==> config.mk <==
export PLATFORM = sky130hd
export DESIGN_NAME = x86_subset_instruction_executor
export DESIGN_NICKNAME = d
export VERILOG_FILES = /design/src/hdl/xse_pkg.sv /design/src/hdl/x86_subset_instruction_executor.sv /design/src/hdl/xse_front.sv /design/src/hdl/xse_queue.sv /design/src/hdl/xse_back.sv
export SDC_FILE = /design/constraint.sdc
export NUM_CORES = 1
export LEC_CHECK = 0
export BUFFER_PORTS_ARGS = -buffer_cell sky130_fd_sc_hd__buf_2
export CAP_MARGIN = 20
export CORE_ASPECT_RATIO = 1.25
export CORE_MARGIN = 2
export CORE_UTILIZATION = 40
export CTS_CLUSTER_SIZE = 10
export DETAILED_ROUTE_END_ITERATION = 8
export SETUP_SLACK_MARGIN = 0.5
export SLEW_MARGIN = 20
export SYNTH_ARGS = -nofsm -noshare
export SYNTH_HDL_FRONTEND = slang
export SYNTH_HIERARCHICAL = 1
export SYNTH_SLANG_ARGS = --single-unit
==> constraint.sdc <==
create_clock -name clk -period 12.52 [get_ports clk]
set_clock_uncertainty 0.15 [all_clocks]
set_input_delay 0.626 -clock clk [delete_from_list [all_inputs] [get_ports clk]]
set_output_delay 0.626 -clock clk [all_outputs]
set_load 0.02 [all_outputs]
==> src/hdl/xse_pkg.sv <==
`default_nettype none

package xse_pkg;

    // Opcodes of the supported subset
    localparam logic [7:0] OPC_NOP       = 8'h90;
    localparam logic [7:0] OPC_MOV_RM8   = 8'h88;
    localparam logic [7:0] OPC_CMP_AL    = 8'h3C;
    localparam logic [7:0] OPC_JZ        = 8'h74;
    localparam logic [7:0] OPC_JNZ       = 8'h75;
    localparam logic [7:0] OPC_JMP_SHORT = 8'hEB;
    localparam logic [7:0] OPC_PUSH_AX   = 8'h50;
    localparam logic [7:0] OPC_POP_AX    = 8'h58;
    localparam logic [7:0] OPC_INT       = 8'hCD;
    localparam logic [7:0] OPC_IRET      = 8'hCF;
    localparam logic [7:0] OPC_RETF      = 8'hCB;
    localparam logic [7:0] OPC_RET       = 8'hC3;
    localparam logic [4:0] OPC_MOV_R8_HI = 5'b10110;  // B0-B7
    localparam logic [4:0] OPC_MOV_R16_HI = 5'b10111; // B8-BF
    localparam logic [1:0] MODRM_MOD_REG = 2'b11;

    localparam logic [7:0] INT_SERVICE   = 8'h21;
    localparam logic [7:0] INT_TERMINATE = 8'h20;

    localparam logic [1:0] TRAP_NONE      = 2'd0;
    localparam logic [1:0] TRAP_SERVICE   = 2'd1;
    localparam logic [1:0] TRAP_TERMINATE = 2'd2;
    localparam logic [1:0] TRAP_OTHER     = 2'd3;

    // FLAGS bit positions
    localparam int CF_POS = 0;
    localparam int ZF_POS = 6;
    localparam int SF_POS = 7;

    localparam logic [2:0] REG_SP = 3'd4;

    // Configuration register indexes
    localparam logic [1:0] CFG_START_CS = 2'd0;
    localparam logic [1:0] CFG_START_IP = 2'd1;
    localparam logic [1:0] CFG_START_SP = 2'd2;
    localparam logic [1:0] CFG_STACK_SEG = 2'd3;

    localparam logic [15:0] RST_CS    = 16'h2000;
    localparam logic [15:0] RST_IP    = 16'h0100;
    localparam logic [15:0] RST_SP    = 16'hFFFE;
    localparam logic [15:0] RST_SS    = 16'h2000;
    localparam logic [15:0] RST_FLAGS = 16'h0200;

    localparam int QUEUE_DEPTH_DEFAULT = 2;

    typedef enum logic [3:0] {
        OP_NOP,
        OP_MOV_R8_IMM,
        OP_MOV_R16_IMM,
        OP_MOV_RR8,
        OP_MOV_MEM,
        OP_CMP_AL,
        OP_JZ,
        OP_JNZ,
        OP_JMP,
        OP_PUSH,
        OP_POP,
        OP_INT,
        OP_IRET,
        OP_RETF,
        OP_RET,
        OP_UNKNOWN
    } op_class_t;

    // Decoded instruction handed from front to back
    typedef struct packed {
        op_class_t   op;
        logic [1:0]  len;
        logic [2:0]  dst;
        logic [2:0]  src;
        logic [15:0] imm;
        logic [1:0]  trap;
        logic [15:0] top;
        logic [15:0] second;
        logic [15:0] third;
    } uop_t;

endpackage

`default_nettype wire

==> src/hdl/x86_subset_instruction_executor.sv <==
`default_nettype none

// Executes a small subset of 8086 real-mode instructions, one request per
// instruction: the request carries the opcode, up to two operand bytes and the
// three stack words at SS:SP; the result gives the new IP and CS, the PUSH
// stack write, an INT trap code and AX, DX and FLAGS. Throughput is one
// instruction per clock while out_ready does not stall the result. A request
// is decoded in the front stage and parked in a QUEUE_DEPTH-entry queue; the
// back stage executes one queued instruction per cycle unless the output is
// stalled, against the register state, and lands it in an output register.
// The back stage updates IP, SP, FLAGS and the byte registers together for
// each instruction, which sets that rate. Configuration writes (start CS, IP,
// SP and the stack segment) take effect at the next edge and must only be issued while idle.
module x86_subset_instruction_executor #(
    parameter int QUEUE_DEPTH = xse_pkg::QUEUE_DEPTH_DEFAULT
) (
    input  wire logic        clk,
    input  wire logic        rst_n,

    input  wire logic        cfg_we,
    input  wire logic [1:0]  cfg_index,
    input  wire logic [15:0] cfg_data,

    input  wire logic        in_valid,
    output logic             in_ready,
    input  wire logic [7:0]  opcode,
    input  wire logic [7:0]  operand_one,
    input  wire logic [7:0]  operand_two,
    input  wire logic [15:0] stack_top,
    input  wire logic [15:0] stack_second,
    input  wire logic [15:0] stack_third,

    output logic             out_valid,
    input  wire logic        out_ready,
    output logic [15:0]      next_offset,
    output logic [15:0]      code_segment,
    output logic             mem_write,
    output logic [20:0]      write_address,
    output logic [15:0]      write_data,
    output logic [1:0]       trap_kind,
    output logic             recognized,
    output logic [15:0]      acc_value,
    output logic [15:0]      data_value,
    output logic [15:0]      flags_value
);
    import xse_pkg::*;

    // front -> queue
    logic q_full;
    logic q_push;
    uop_t push_uop;

    // queue -> back
    logic q_not_empty;
    logic q_pop;
    uop_t head_uop;

    // Decode and accept
    xse_front u_front (
        .in_valid     (in_valid),
        .in_ready     (in_ready),
        .opcode       (opcode),
        .operand_one  (operand_one),
        .operand_two  (operand_two),
        .stack_top    (stack_top),
        .stack_second (stack_second),
        .stack_third  (stack_third),
        .q_full       (q_full),
        .q_push       (q_push),
        .q_uop        (push_uop)
    );

    // Decoupling queue between decode and execute
    xse_queue #(
        .DEPTH (QUEUE_DEPTH)
    ) u_queue (
        .clk       (clk),
        .rst_n     (rst_n),
        .push      (q_push),
        .push_uop  (push_uop),
        .full      (q_full),
        .pop       (q_pop),
        .not_empty (q_not_empty),
        .head_uop  (head_uop)
    );

    // Execute, architectural state and result register
    xse_back u_back (
        .clk           (clk),
        .rst_n         (rst_n),
        .q_not_empty   (q_not_empty),
        .q_uop         (head_uop),
        .q_pop         (q_pop),
        .cfg_we        (cfg_we),
        .cfg_index     (cfg_index),
        .cfg_data      (cfg_data),
        .out_valid     (out_valid),
        .out_ready     (out_ready),
        .next_offset   (next_offset),
        .code_segment  (code_segment),
        .mem_write     (mem_write),
        .write_address (write_address),
        .write_data    (write_data),
        .trap_kind     (trap_kind),
        .recognized    (recognized),
        .acc_value     (acc_value),
        .data_value    (data_value),
        .flags_value   (flags_value)
    );

endmodule

`default_nettype wire

==> src/hdl/xse_front.sv <==
`default_nettype none

module xse_front (
    input  wire logic         in_valid,
    output logic              in_ready,
    input  wire logic [7:0]   opcode,
    input  wire logic [7:0]   operand_one,
    input  wire logic [7:0]   operand_two,
    input  wire logic [15:0]  stack_top,
    input  wire logic [15:0]  stack_second,
    input  wire logic [15:0]  stack_third,
    input  wire logic         q_full,
    output logic              q_push,
    output xse_pkg::uop_t     q_uop
);
    import xse_pkg::*;

    assign in_ready = !q_full;
    assign q_push   = in_valid && !q_full;

    always_comb
    begin
        q_uop        = '0;
        q_uop.imm    = {operand_two, operand_one};
        q_uop.top    = stack_top;
        q_uop.second = stack_second;
        q_uop.third  = stack_third;
        q_uop.dst    = opcode[2:0];
        q_uop.src    = operand_one[5:3];
        q_uop.trap   = TRAP_NONE;
        q_uop.len    = 2'd1;
        q_uop.op     = OP_UNKNOWN;

        priority if (opcode[7:3] == OPC_MOV_R8_HI)
        begin
            q_uop.op  = OP_MOV_R8_IMM;
            q_uop.len = 2'd2;
        end
        else if (opcode[7:3] == OPC_MOV_R16_HI)
        begin
            q_uop.op  = OP_MOV_R16_IMM;
            q_uop.len = 2'd3;
        end
        else
        begin
            unique case (opcode)
                OPC_NOP: q_uop.op = OP_NOP;
                OPC_MOV_RM8:
                begin
                    q_uop.len = 2'd2;
                    q_uop.dst = operand_one[2:0];
                    q_uop.op  = (operand_one[7:6] == MODRM_MOD_REG) ? OP_MOV_RR8 : OP_MOV_MEM;
                end
                OPC_CMP_AL:
                begin
                    q_uop.op  = OP_CMP_AL;
                    q_uop.len = 2'd2;
                end
                OPC_JZ:
                begin
                    q_uop.op  = OP_JZ;
                    q_uop.len = 2'd2;
                end
                OPC_JNZ:
                begin
                    q_uop.op  = OP_JNZ;
                    q_uop.len = 2'd2;
                end
                OPC_JMP_SHORT:
                begin
                    q_uop.op  = OP_JMP;
                    q_uop.len = 2'd2;
                end
                OPC_PUSH_AX: q_uop.op = OP_PUSH;
                OPC_POP_AX:  q_uop.op = OP_POP;
                OPC_INT:
                begin
                    q_uop.op  = OP_INT;
                    q_uop.len = 2'd2;
                    if (operand_one == INT_SERVICE)
                        q_uop.trap = TRAP_SERVICE;
                    else if (operand_one == INT_TERMINATE)
                        q_uop.trap = TRAP_TERMINATE;
                    else
                        q_uop.trap = TRAP_OTHER;
                end
                OPC_IRET: q_uop.op = OP_IRET;
                OPC_RETF: q_uop.op = OP_RETF;
                OPC_RET:  q_uop.op = OP_RET;
                default:  q_uop.op = OP_UNKNOWN;
            endcase
        end
    end

endmodule

`default_nettype wire

==> src/hdl/xse_queue.sv <==
`default_nettype none

module xse_queue #(
    parameter int DEPTH = xse_pkg::QUEUE_DEPTH_DEFAULT
) (
    input  wire logic          clk,
    input  wire logic          rst_n,
    input  wire logic          push,
    input  wire xse_pkg::uop_t push_uop,
    output logic               full,
    input  wire logic          pop,
    output logic               not_empty,
    output xse_pkg::uop_t      head_uop
);
    import xse_pkg::*;

    localparam int PTR_W = $clog2(DEPTH);
    localparam int CNT_W = $clog2(DEPTH + 1);

    uop_t             entry_reg [DEPTH];
    logic [PTR_W-1:0] wr_ptr_reg, wr_ptr_next;
    logic [PTR_W-1:0] rd_ptr_reg, rd_ptr_next;
    logic [CNT_W-1:0] count_reg, count_next;

    assign full      = (count_reg == CNT_W'(DEPTH));
    assign not_empty = (count_reg != '0);
    assign head_uop  = entry_reg[rd_ptr_reg];

    always_comb
    begin
        wr_ptr_next = wr_ptr_reg;
        rd_ptr_next = rd_ptr_reg;
        count_next  = count_reg;
        if (push)
            wr_ptr_next = (wr_ptr_reg == PTR_W'(DEPTH - 1)) ? '0 : wr_ptr_reg + 1'b1;
        if (pop)
            rd_ptr_next = (rd_ptr_reg == PTR_W'(DEPTH - 1)) ? '0 : rd_ptr_reg + 1'b1;
        if (push && !pop)
            count_next = count_reg + 1'b1;
        else if (pop && !push)
            count_next = count_reg - 1'b1;
    end

    always_ff @(posedge clk or negedge rst_n)
    begin
        if (!rst_n)
        begin
            wr_ptr_reg <= '0;
            rd_ptr_reg <= '0;
            count_reg  <= '0;
        end
        else
        begin
            wr_ptr_reg <= wr_ptr_next;
            rd_ptr_reg <= rd_ptr_next;
            count_reg  <= count_next;
        end
    end

    always_ff @(posedge clk)
    begin
        if (push)
            entry_reg[wr_ptr_reg] <= push_uop;
    end

endmodule

`default_nettype wire

==> src/hdl/xse_back.sv <==
`default_nettype none

module xse_back (
    input  wire logic          clk,
    input  wire logic          rst_n,
    input  wire logic          q_not_empty,
    input  wire xse_pkg::uop_t q_uop,
    output logic               q_pop,
    input  wire logic          cfg_we,
    input  wire logic [1:0]    cfg_index,
    input  wire logic [15:0]   cfg_data,
    output logic               out_valid,
    input  wire logic          out_ready,
    output logic [15:0]        next_offset,
    output logic [15:0]        code_segment,
    output logic               mem_write,
    output logic [20:0]        write_address,
    output logic [15:0]        write_data,
    output logic [1:0]         trap_kind,
    output logic               recognized,
    output logic [15:0]        acc_value,
    output logic [15:0]        data_value,
    output logic [15:0]        flags_value
);
    import xse_pkg::*;

    // AX, CX, DX, BX kept as byte halves; BP, SI, DI are never read by the subset
    logic [7:0]  lo_reg [4];
    logic [7:0]  hi_reg [4];
    logic [7:0]  lo_next [4];
    logic [7:0]  hi_next [4];
    logic [15:0] sp_reg, sp_next;
    logic [15:0] ip_reg, ip_next;
    logic [15:0] cs_reg, cs_next;
    logic [15:0] ss_reg, ss_next;
    logic [15:0] flags_reg, flags_next;

    logic        out_valid_reg, out_valid_next;
    logic [15:0] offset_reg;
    logic [15:0] cs_out_reg;
    logic        mem_write_reg, mem_write_next;
    logic [20:0] waddr_reg, waddr_next;
    logic [15:0] wdata_reg, wdata_next;
    logic [1:0]  trap_reg;
    logic        known_reg;
    logic [15:0] acc_reg;
    logic [15:0] data_reg;
    logic [15:0] flags_out_reg;

    logic        byte_we;
    logic [2:0]  byte_idx;
    logic [7:0]  byte_data;
    logic        word_we;
    logic [1:0]  word_idx;
    logic [15:0] word_data;

    logic [15:0] ip_seq;
    logic [15:0] ip_rel;
    logic [7:0]  src_byte;
    logic [8:0]  cmp_diff;
    logic [15:0] sp_push;

    assign q_pop = q_not_empty && (!out_valid_reg || out_ready);

    assign ip_seq   = ip_reg + {14'd0, q_uop.len};
    assign ip_rel   = ip_reg + 16'd2 + {{8{q_uop.imm[7]}}, q_uop.imm[7:0]};
    assign src_byte = q_uop.src[2] ? hi_reg[q_uop.src[1:0]] : lo_reg[q_uop.src[1:0]];
    assign cmp_diff = {1'b0, lo_reg[0]} - {1'b0, q_uop.imm[7:0]};
    assign sp_push  = sp_reg - 16'd2;

    always_comb
    begin
        ip_next    = ip_reg;
        cs_next    = cs_reg;
        sp_next    = sp_reg;
        ss_next    = ss_reg;
        flags_next = flags_reg;
        byte_we    = 1'b0;
        byte_idx   = q_uop.dst;
        byte_data  = q_uop.imm[7:0];
        word_we    = 1'b0;
        word_idx   = q_uop.dst[1:0];
        word_data  = q_uop.imm;
        mem_write_next = 1'b0;
        waddr_next = '0;
        wdata_next = '0;

        if (q_pop)
        begin
            ip_next = ip_seq;
            unique case (q_uop.op)
                OP_NOP, OP_MOV_MEM, OP_INT, OP_UNKNOWN: ;
                OP_MOV_R8_IMM: byte_we = 1'b1;
                OP_MOV_R16_IMM:
                begin
                    if (q_uop.dst == REG_SP)
                        sp_next = q_uop.imm;
                    else
                        word_we = !q_uop.dst[2];
                end
                OP_MOV_RR8:
                begin
                    byte_we   = 1'b1;
                    byte_data = src_byte;
                end
                OP_CMP_AL:
                begin
                    flags_next[CF_POS] = cmp_diff[8];
                    flags_next[ZF_POS] = (cmp_diff[7:0] == 8'd0);
                    flags_next[SF_POS] = cmp_diff[7];
                end
                OP_JZ:  ip_next = flags_reg[ZF_POS] ? ip_rel : ip_seq;
                OP_JNZ: ip_next = flags_reg[ZF_POS] ? ip_seq : ip_rel;
                OP_JMP: ip_next = ip_rel;
                OP_PUSH:
                begin
                    sp_next        = sp_push;
                    mem_write_next = 1'b1;
                    waddr_next     = {1'b0, ss_reg, 4'd0} + {5'd0, sp_push};
                    wdata_next     = {hi_reg[0], lo_reg[0]};
                end
                OP_POP:
                begin
                    word_we   = 1'b1;
                    word_idx  = 2'd0;
                    word_data = q_uop.top;
                    sp_next   = sp_reg + 16'd2;
                end
                OP_IRET:
                begin
                    ip_next    = q_uop.top;
                    cs_next    = q_uop.second;
                    flags_next = q_uop.third;
                    sp_next    = sp_reg + 16'd6;
                end
                OP_RETF:
                begin
                    ip_next = q_uop.top;
                    cs_next = q_uop.second;
                    sp_next = sp_reg + 16'd4;
                end
                OP_RET:
                begin
                    ip_next = q_uop.top;
                    sp_next = sp_reg + 16'd2;
                end
            endcase
        end

        // start registers load the live state at once
        if (cfg_we)
        begin
            unique case (cfg_index)
                CFG_START_CS:  cs_next = cfg_data;
                CFG_START_IP:  ip_next = cfg_data;
                CFG_START_SP:  sp_next = cfg_data;
                CFG_STACK_SEG: ss_next = cfg_data;
            endcase
        end
    end

    always_comb
    begin
        for (int i = 0; i < 4; i++)
        begin
            lo_next[i] = lo_reg[i];
            hi_next[i] = hi_reg[i];
            if (word_we && word_idx == 2'(i))
            begin
                lo_next[i] = word_data[7:0];
                hi_next[i] = word_data[15:8];
            end
            else if (byte_we && byte_idx[1:0] == 2'(i))
            begin
                if (byte_idx[2])
                    hi_next[i] = byte_data;
                else
                    lo_next[i] = byte_data;
            end
        end
    end

    always_comb
    begin
        out_valid_next = out_valid_reg;
        if (q_pop)
            out_valid_next = 1'b1;
        else if (out_ready)
            out_valid_next = 1'b0;
    end

    always_ff @(posedge clk or negedge rst_n)
    begin
        if (!rst_n)
        begin
            for (int i = 0; i < 4; i++)
            begin
                lo_reg[i] <= '0;
                hi_reg[i] <= '0;
            end
            sp_reg        <= RST_SP;
            ip_reg        <= RST_IP;
            cs_reg        <= RST_CS;
            ss_reg        <= RST_SS;
            flags_reg     <= RST_FLAGS;
            out_valid_reg <= 1'b0;
        end
        else
        begin
            lo_reg        <= lo_next;
            hi_reg        <= hi_next;
            sp_reg        <= sp_next;
            ip_reg        <= ip_next;
            cs_reg        <= cs_next;
            ss_reg        <= ss_next;
            flags_reg     <= flags_next;
            out_valid_reg <= out_valid_next;
        end
    end

    always_ff @(posedge clk)
    begin
        if (q_pop)
        begin
            offset_reg    <= ip_next;
            cs_out_reg    <= cs_next;
            mem_write_reg <= mem_write_next;
            waddr_reg     <= waddr_next;
            wdata_reg     <= wdata_next;
            trap_reg      <= q_uop.trap;
            known_reg     <= (q_uop.op != OP_UNKNOWN);
            acc_reg       <= {hi_next[0], lo_next[0]};
            data_reg      <= {hi_next[2], lo_next[2]};
            flags_out_reg <= flags_next;
        end
    end

    assign out_valid     = out_valid_reg;
    assign next_offset   = offset_reg;
    assign code_segment  = cs_out_reg;
    assign mem_write     = mem_write_reg;
    assign write_address = waddr_reg;
    assign write_data    = wdata_reg;
    assign trap_kind     = trap_reg;
    assign recognized    = known_reg;
    assign acc_value     = acc_reg;
    assign data_value    = data_reg;
    assign flags_value   = flags_out_reg;

endmodule

`default_nettype wire

==> impl_summary.txt, run 1 <==
----------------------------------------------------
[Status]
  Run status ... finished with violations
  Violations in the final reports ... negative hold slack

[GRT]
  Met1 Use GR ... 28.4%
  Global-route wire length before repair ... 90700 µm
  Met2 routing resource usage after global routing ... 36.1%
  Aggregate global routing overflow ... 0
  Maximum number of pins on one net before global-route repair ... 93
  Overall fraction of global-route tracks in use ... 21.5%
  Antenna violations before repair ... 2
  GRT busiest layer ... met2
  GR met3 Demand/Resource ... 3.05%
  Number of global-route vias before repair ... 14500

[STA]
  Sum of negative setup slack ... 0 ps
  Worst slew slack as a fraction of its limit ... 29.5%
  Maximum clock rate ... 217 MHz
  Unrepaired setup endpoints after global routing ... false
  Fin crit share ... 36.8%
  Max-slew violation total from the final report ... 0
  Final setup violation count ... 0
  Post-layout minimum cycle time ... 4610 ps
  Final hold vios ... 16
  Worst hold margin ... -40.9 ps
  Smallest setup slack after layout ... 7910 ps
  Transition time at the pin with the least slew margin ... 1050 ps

[Drt]
  Starting DRC count in detailed routing ... 1257
  Mean routed wirelength per cell ... 23.9 µm
  Total Wirelength ... 60100 µm
  First-pass DRT Iterations ... 6
  Antenna Violating Nets Remaining ... 0
  Total number of vias ... 14300
  Average vias per placed instance ... 5.70
  DRC violation count after routing ... 0

[Worst setup path]
  Arr. time, crit path ... 4880 ps
  Worst-case reg-to-reg path depth ... 12
  Critical Path RT ... 12790 ps
  CP Max Fanout ... 12
  Reg-to-reg setup timing slack ... 7910 ps
  Worst setup path startpoint ... u_back/sp_reg[2]
  Critical R2R Capture ... u_back/write_address[19]
  Crit Path Category ... flip-flop to flip-flop
  Endpoint type of the worst setup path ... flip-flop
  Startpoint of the lowest-slack register-to-register path ... u_back/sp_reg[2]
  Worst setup SP type ... flip-flop

[Cells and area]
  Non-filler cells, final ... 2516
  Flip-flop count of the largest register after layout ... 156
  Area growth from synthesis to layout ... 12.6%
  Share of cells above drive strength 1 ... 26.3%
  Net count of the finished layout ... 1958

[Yosys]
  Cell variety after synth ... 98
  Synth top area cells ... sky130_fd_sc_hd__edfxtp_1 (39%), sky130_fd_sc_hd__dfrtp_1 (15%), sky130_fd_sc_hd__mux2_2 (6.0%)
  Syn Inst Count ... 1661
  Synthesis warning total ... 6
  Library cell with the highest instance count after synthesis ... sky130_fd_sc_hd__edfxtp_1
  Syn avg cell area ... 12.9 µm²
  Area share of the largest cell type after synthesis ... 38.8%
  Most instantiated cells after synthesis ... sky130_fd_sc_hd__edfxtp_1 (277), sky130_fd_sc_hd__dfrtp_1 (130), sky130_fd_sc_hd__mux2_2 (114), sky130_fd_sc_hd__nand2_1 (114), sky130_fd_sc_hd__mux2i_1 (109)
  Largest area contributor in the netlist ... sky130_fd_sc_hd__edfxtp_1
  Number of flops mapped to enable cells by yosys ... 277
  Fraction of synthesis flops using an asynchronous set or reset pin ... 35.0%
  Flip-flop and latch count after synthesis ... 426
  Area of the mapped netlist ... 21400 µm²
  Fraction of the yosys area taken by sequential cells ... 56.4%
  Syn nets ... 1818
  Prevailing post-synth register cell ... sky130_fd_sc_hd__edfxtp_1

[Floorplan]
  Std-Cell Core Area ... 52800 µm²
  IO Pins ... 218
  Area of the die ... 55400 µm²
  Overall die height ... 263 µm
  Count of standard-cell rows ... 94
  Initial cell density of the core ... 40.6%
  Die span in x ... 211 µm

[Placement]
  # port buffers ... 217
  Worst slack at placement ... 7970 ps
  Total instance count after detailed placement ... 2422
  DP HPWL ... 42100 µm
  GPL Wtd Cong ... 0.926

[Clocking]
  Number of clock sinks seen by CTS ... 426
  Number of buffers added to fix hold violations after cts ... 0
  Clock root cell ... sky130_fd_sc_hd__clkbuf_16
  Resized Gates After CTS ... 0
  Num CTS Buffers ... 49
  Count of buffers added by post-CTS timing repair for setup ... 0
  Clock Latency Late Sink ... 590 ps
  Maximum root-to-sink buffer count ... 3
  TritonCTS clock tree ... yes
  Clock slew at reported path FFs ... 60 ps
  Number of levels in the clock H-tree ... 2

[Power]
  Post-layout total power ... 6.68 mW
  VDD IR max ... 0.000126 V
  P per Cell Area ... 277 nW/µm²
  Leakage ... 9.91 nW

[Worst hold path]
  Worst Hold Class ... primary input to asynchronous set/reset pin

[Run]
  Count of max-cap constraint violations ... 0

----------------------------------------------------
==> layout by cell type (no fill, tap or decap), types with 8 or more instances in the layout <==
| master | instances |
|---|---|
| sky130_fd_sc_hd__edfxtp_1 | 277 |
| sky130_fd_sc_hd__buf_2 | 216 |
| sky130_fd_sc_hd__dfrtp_1 | 129 |
| sky130_fd_sc_hd__nand2_1 | 114 |
| sky130_fd_sc_hd__mux2_2 | 114 |
| sky130_fd_sc_hd__mux2i_1 | 109 |
| sky130_fd_sc_hd__o21ai_0 | 72 |
| sky130_fd_sc_hd__a21oi_1 | 65 |
| sky130_fd_sc_hd__nor2_1 | 64 |
| sky130_fd_sc_hd__ha_1 | 57 |
| sky130_fd_sc_hd__clkbuf_16 | 50 |
| sky130_fd_sc_hd__clkbuf_1 | 36 |
| sky130_fd_sc_hd__inv_1 | 31 |
| sky130_fd_sc_hd__xnor2_1 | 31 |
| sky130_fd_sc_hd__and3_1 | 31 |
| sky130_fd_sc_hd__a22oi_1 | 22 |
| sky130_fd_sc_hd__xor2_1 | 21 |
| sky130_fd_sc_hd__nand3_1 | 21 |
| sky130_fd_sc_hd__dfstp_2 | 19 |
| sky130_fd_sc_hd__buf_4 | 18 |
| sky130_fd_sc_hd__nor2b_1 | 17 |
| sky130_fd_sc_hd__nand4_1 | 17 |
| sky130_fd_sc_hd__a21o_1 | 16 |
| sky130_fd_sc_hd__a31oi_1 | 16 |
| sky130_fd_sc_hd__mux4_2 | 16 |
| sky130_fd_sc_hd__nor3_1 | 15 |
| sky130_fd_sc_hd__o21a_1 | 12 |
| sky130_fd_sc_hd__a211oi_1 | 12 |
| sky130_fd_sc_hd__a221oi_1 | 12 |
| sky130_fd_sc_hd__nor3b_1 | 10 |
| sky130_fd_sc_hd__a221o_1 | 10 |
| sky130_fd_sc_hd__o21ai_1 | 10 |
| sky130_fd_sc_hd__mux2_4 | 10 |
| sky130_fd_sc_hd__o211ai_1 | 8 |
| sky130_fd_sc_hd__o22ai_1 | 8 |
==> report_power, final <==
part | leakage (nW) | total (mW) | switching [mW] | internal, mW
registers | 4.46 | 2.47 | 0.314 | 2.16
logic | 4.77 | 2.89 | 1.80 | 1.10
clock network | 0.684 | 1.31 | 0.564 | 0.748
==> layout make-up <==
| cell class | count | area [µm²] |
|---|---|---|
| diodes | 2 | 5.00 |
| clock buffers | 86 | 1390 |
| clock inverters | 6 | 53.8 |
| fillers | 4736 | 28700 |
| inverters | 32 | 125 |
| multi-input cells | 1057 | 8400 |
| flip-flops and latches | 426 | 12100 |
| well taps | 672 | 841 |
| repair buffers | 235 | 1230 |
==> layer usage <==
metal,share of wire [%],routed length (µm),vias up
met2,49,29600,444
met1,42,25500,7251
met3,5.0,2980,100
met4,3.3,1990,0
li1,-,-,6539
met5,0,0,-
==> how the worst max path moves through the flow <==
stage | endpoint | slack [ps] | cells after the start
3_3_place_gp | u_back/write_address[19] | 8080 | 11
6_report | u_back/write_address[19] | 7910 | 12
5_1_grt | u_back/write_address[19] | 7590 | 12
2_1_floorplan | u_queue/entry_reg[0][0] | 7490 | 2
3_5_place_dp | u_back/write_address[19] | 7970 | 11
4_1_cts | u_back/write_address[19] | 7940 | 11
==> through the flow <==
| stage | hold slack [ps] | area, µm² | utilization, % |
|---|---|---|---|
| finish | -40.9 | 24100 | 45.7 |
| global route | 29.7 | 24100 | 45.7 |
| CTS | 27.5 | 24100 | 45.6 |
| detailed placement | 322 | 22700 | 42.9 |
| global placement | 317 | 22700 | 42.9 |
| floorplan | 180 | 21400 | - |
==> kinds of logic (layout without fill, tap and decap cells) <==
kind of cell	after synthesis	after routing	share of synthesized area, %
simple gates	361	361	8.99
other cells	0	2	0
buf+inv	178	359	4.62
compound gates	333	333	10.6
fa+ha+maj	62	62	3.80
flops	426	426	56.4
xor+xnor	52	52	2.13
mux	249	249	13.5
==> worst max-delay path, stage by stage, from the launching register on <==
cell and delay [ps]:
sky130_fd_sc_hd__dfstp_2 680, sky130_fd_sc_hd__inv_1 130, sky130_fd_sc_hd__ha_1 210, sky130_fd_sc_hd__a21boi_1 580, sky130_fd_sc_hd__nand3_1 230, sky130_fd_sc_hd__xnor2_1 200, sky130_fd_sc_hd__ha_1 410, sky130_fd_sc_hd__nand3_1 120
sky130_fd_sc_hd__a21boi_0 320, sky130_fd_sc_hd__nor3_1 170, sky130_fd_sc_hd__o31ai_1 490, sky130_fd_sc_hd__or4b_2 630, sky130_fd_sc_hd__o21ai_0 100
No activity file was read; power rests on OpenSTA's default activity.
==> run 2, diff against run 1 <==
==> constraint.sdc (replaced) <==
create_clock -name clk -period 4.47 [get_ports clk]
set_clock_uncertainty 0.15 [all_clocks]
set_input_delay 0.2235 -clock clk [delete_from_list [all_inputs] [get_ports clk]]
set_output_delay 0.2235 -clock clk [all_outputs]
set_load 0.02 [all_outputs]
==> impl_summary.txt, run 2 (same netlist as run 1, synthesis figures left out) <==
----------------------------------------------------
[Drt]
  Total number of vias ... 14700
  DRC violation count after routing ... 0
  Total Wirelength ... 60800 µm
  Antenna Violating Nets Remaining ... 0
  Mean routed wirelength per cell ... 23.2 µm
  Average vias per placed instance ... 5.62
  Starting DRC count in detailed routing ... 1013
  First-pass DRT Iterations ... 6

[Cells and area]
  Final non-filler cell area ... 25200 µm²
  Flip-flop count of the largest register after layout ... 156
  Multi-input gate area ... 8410 µm²
  Share of cells above drive strength 1 ... 26.0%
  Area growth from synthesis to layout ... 17.6%
  Most common cell after layout, fill and taps aside ... sky130_fd_sc_hd__edfxtp_1
  Number of fill cells in the layout ... 4724
  Commonest cells after routing, fill and taps aside ... sky130_fd_sc_hd__edfxtp_1 (277), sky130_fd_sc_hd__buf_2 (216), sky130_fd_sc_hd__dfrtp_1 (129)
  # diodes ... 0
  Net count of the finished layout ... 2065
  Sequential Area ... 12100 µm²
  Non-filler cells, final ... 2620

[Floorplan]
  Area of the die ... 55400 µm²
  Count of standard-cell rows ... 94
  Die span in x ... 211 µm
  IO Pins ... 218
  Initial cell density of the core ... 40.6%
  Overall die height ... 263 µm
  Std-Cell Core Area ... 52800 µm²

[Placement]
  Total instance count after detailed placement ... 2436
  GPL Wtd Cong ... 0.917
  Worst slack at placement ... 168 ps
  Post-DP Area ... 22800 µm²
  # port buffers ... 217
  DP HPWL ... 42400 µm

[Worst setup path]
  Most used cell, CP ... sky130_fd_sc_hd__o21ai_0
  Cell-by-cell trace of the critical path ... inv_1 -> ha_1 -> or4b_4 -> nor4_4 -> nand2_1 -> xnor2_1 -> ha_1 -> o21ai_0 -> nand2_1 -> o21ai_0 -> o31ai_2 -> or4b_2 -> o21ai_0
  Reg-to-reg setup timing slack ... 640 ps
  Critical Path Sink ... u_back/write_address[19]
  Endpoint type of the worst setup path ... flip-flop
  Worst setup SP type ... flip-flop
  Startpoint of the lowest-slack register-to-register path ... u_back/sp_reg[2]
  CP Max Fanout ... 6
  Top cell family by delay on the critical path ... simple AND/OR/NAND/NOR gates
  Critical R2R Capture ... u_back/write_address[19]
  Max incr delay on CP ... 620 ps
  Bufs and invs on worst path ... 1
  Worst-path cell with the longest stage delay ... sky130_fd_sc_hd__or4b_2
  Crit Path Category ... flip-flop to flip-flop
  Worst setup path startpoint ... u_back/sp_reg[2]
  Critical Path RT ... 4730 ps
  Worst-case reg-to-reg path depth ... 13
  Instance count on the critical path ... 13
  Arr. time, crit path ... 4090 ps

[GRT]
  Number of global-route vias before repair ... 14800
  Maximum number of pins on one net before global-route repair ... 90
  Global-route wire length before repair ... 91700 µm
  Aggregate global routing overflow ... 0
  Antenna violations before repair ... 1
  Overall fraction of global-route tracks in use ... 21.8%

[Clocking]
  Clock root cell ... sky130_fd_sc_hd__clkbuf_16
  Number of levels in the clock H-tree ... 2
  TritonCTS clock tree ... yes
  Clock slew at reported path FFs ... 50 ps
  Num CTS Buffers ... 49
  Number of clock sinks seen by CTS ... 426
  Clock Latency Late Sink ... 590 ps
  Maximum root-to-sink buffer count ... 3

[Worst hold path]
  Worst Hold Class ... primary input to flip-flop
  Cell count of the worst hold path ... 5

[STA]
  Final hold vios ... 0
  Maximum clock rate ... 261 MHz
  Unrepaired setup endpoints after global routing ... true
  Smallest setup slack after layout ... 639 ps
  Worst slew slack as a fraction of its limit ... 30.7%
  Sum of negative setup slack ... 0 ps
  Transition time at the pin with the least slew margin ... 1040 ps
  Post-layout minimum cycle time ... 3830 ps
  Max-slew violation total from the final report ... 0
  Final setup violation count ... 0
  Fin crit share ... 85.7%

[Power]
  Leakage ... 10.4 nW
  P per Cell Area ... 754 nW/µm²
  VDD IR max ... 0.000373 V

[Status]
  Run status ... completed

[Run]
  Count of max-cap constraint violations ... 0

----------------------------------------------------
-- run 2: cell count changes in the layout (fill, tap and decap cells not counted), moves of 2 or more --
cell                            before  now
sky130_fd_sc_hd__dlygate4sd3_1       0   86
sky130_fd_sc_hd__buf_4              18   38
sky130_fd_sc_hd__clkbuf_8            0    2
sky130_fd_sc_hd__clkinv_1            2    0
sky130_fd_sc_hd__diode_2             2    0
sky130_fd_sc_hd__nor2b_1            17   19
sky130_fd_sc_hd__nor2b_2             2    0
-- run 2: worst min-delay path by stage --
stage,start,to,slack (ps)
2_1_floorplan,rst_n,u_back/cs_reg[0],-220
3_3_place_gp,rst_n,u_back/hi_reg[12],240
3_5_place_dp,rst_n,u_back/hi_reg[12],240
4_1_cts,cfg_index[0],u_back/sp_reg[10],20
5_1_grt,cfg_index[0],u_back/sp_reg[10],60
6_report,cfg_index[0],u_back/sp_reg[10],60
-- run 2: where the power goes --
| group | leakage [nW] | internal (mW) | total [mW] | switching, mW |
|---|---|---|---|---|
| combinational | 5.24 | 3.23 | 8.36 | 5.12 |
| clock | 0.707 | 2.19 | 3.75 | 1.57 |
| sequential | 4.46 | 6.04 | 6.88 | 0.839 |
| total | 10.4 | 11.5 | 19.0 | 7.53 |
-- run 2: area by class of cell --
type | count | area share, %
sequential | 426 | 47.9
multi-input combinational | 1057 | 33.4
timing repair buffer | 342 | 8.96
clock buffer | 87 | 5.60
tap | 672 | 3.34
inverter | 32 | 0.497
clock inverter | 4 | 0.283
-- run 2: through the flow --
step                hold WS (ps)  power, mW  util (%)
floorplan                   -222       12.5         -
global placement             235       15.0      43.1
detailed placement           243       15.1      43.1
CTS                         22.8       19.0      47.6
global route                61.3       20.1      47.7
finish                      57.1       19.0      47.7
-- run 2: repair_timing --
| action | CTS | global route |
|---|---|---|
| hold buffers | 86 | 0 |
| endpoints found under the hold margin | 305 | 0 |
| buffers inserted | 1 | 6 |
| pin swaps | 2 | 2 |
| cloned | 0 | 0 |
| gates resized for setup | 3 | 3 |
| endpoints found under the setup margin | 2 | 8 |
-- run 2: worst register-to-register path, delay by kind of cell, from the launching register on --
family	cells	cell delay (ps)
fa+ha+maj	2	560
buf+inv	1	130
xor+xnor	1	160
simple gates	5	1540
flops	1	400
compound gates	4	720
-- run 2: layer usage --
layer	share of wire [%]	GRT usage [%]
met1	43	29.6
met2	48	35.5
met3	5.2	3.15
met4	3.7	8.05
met5	0	0
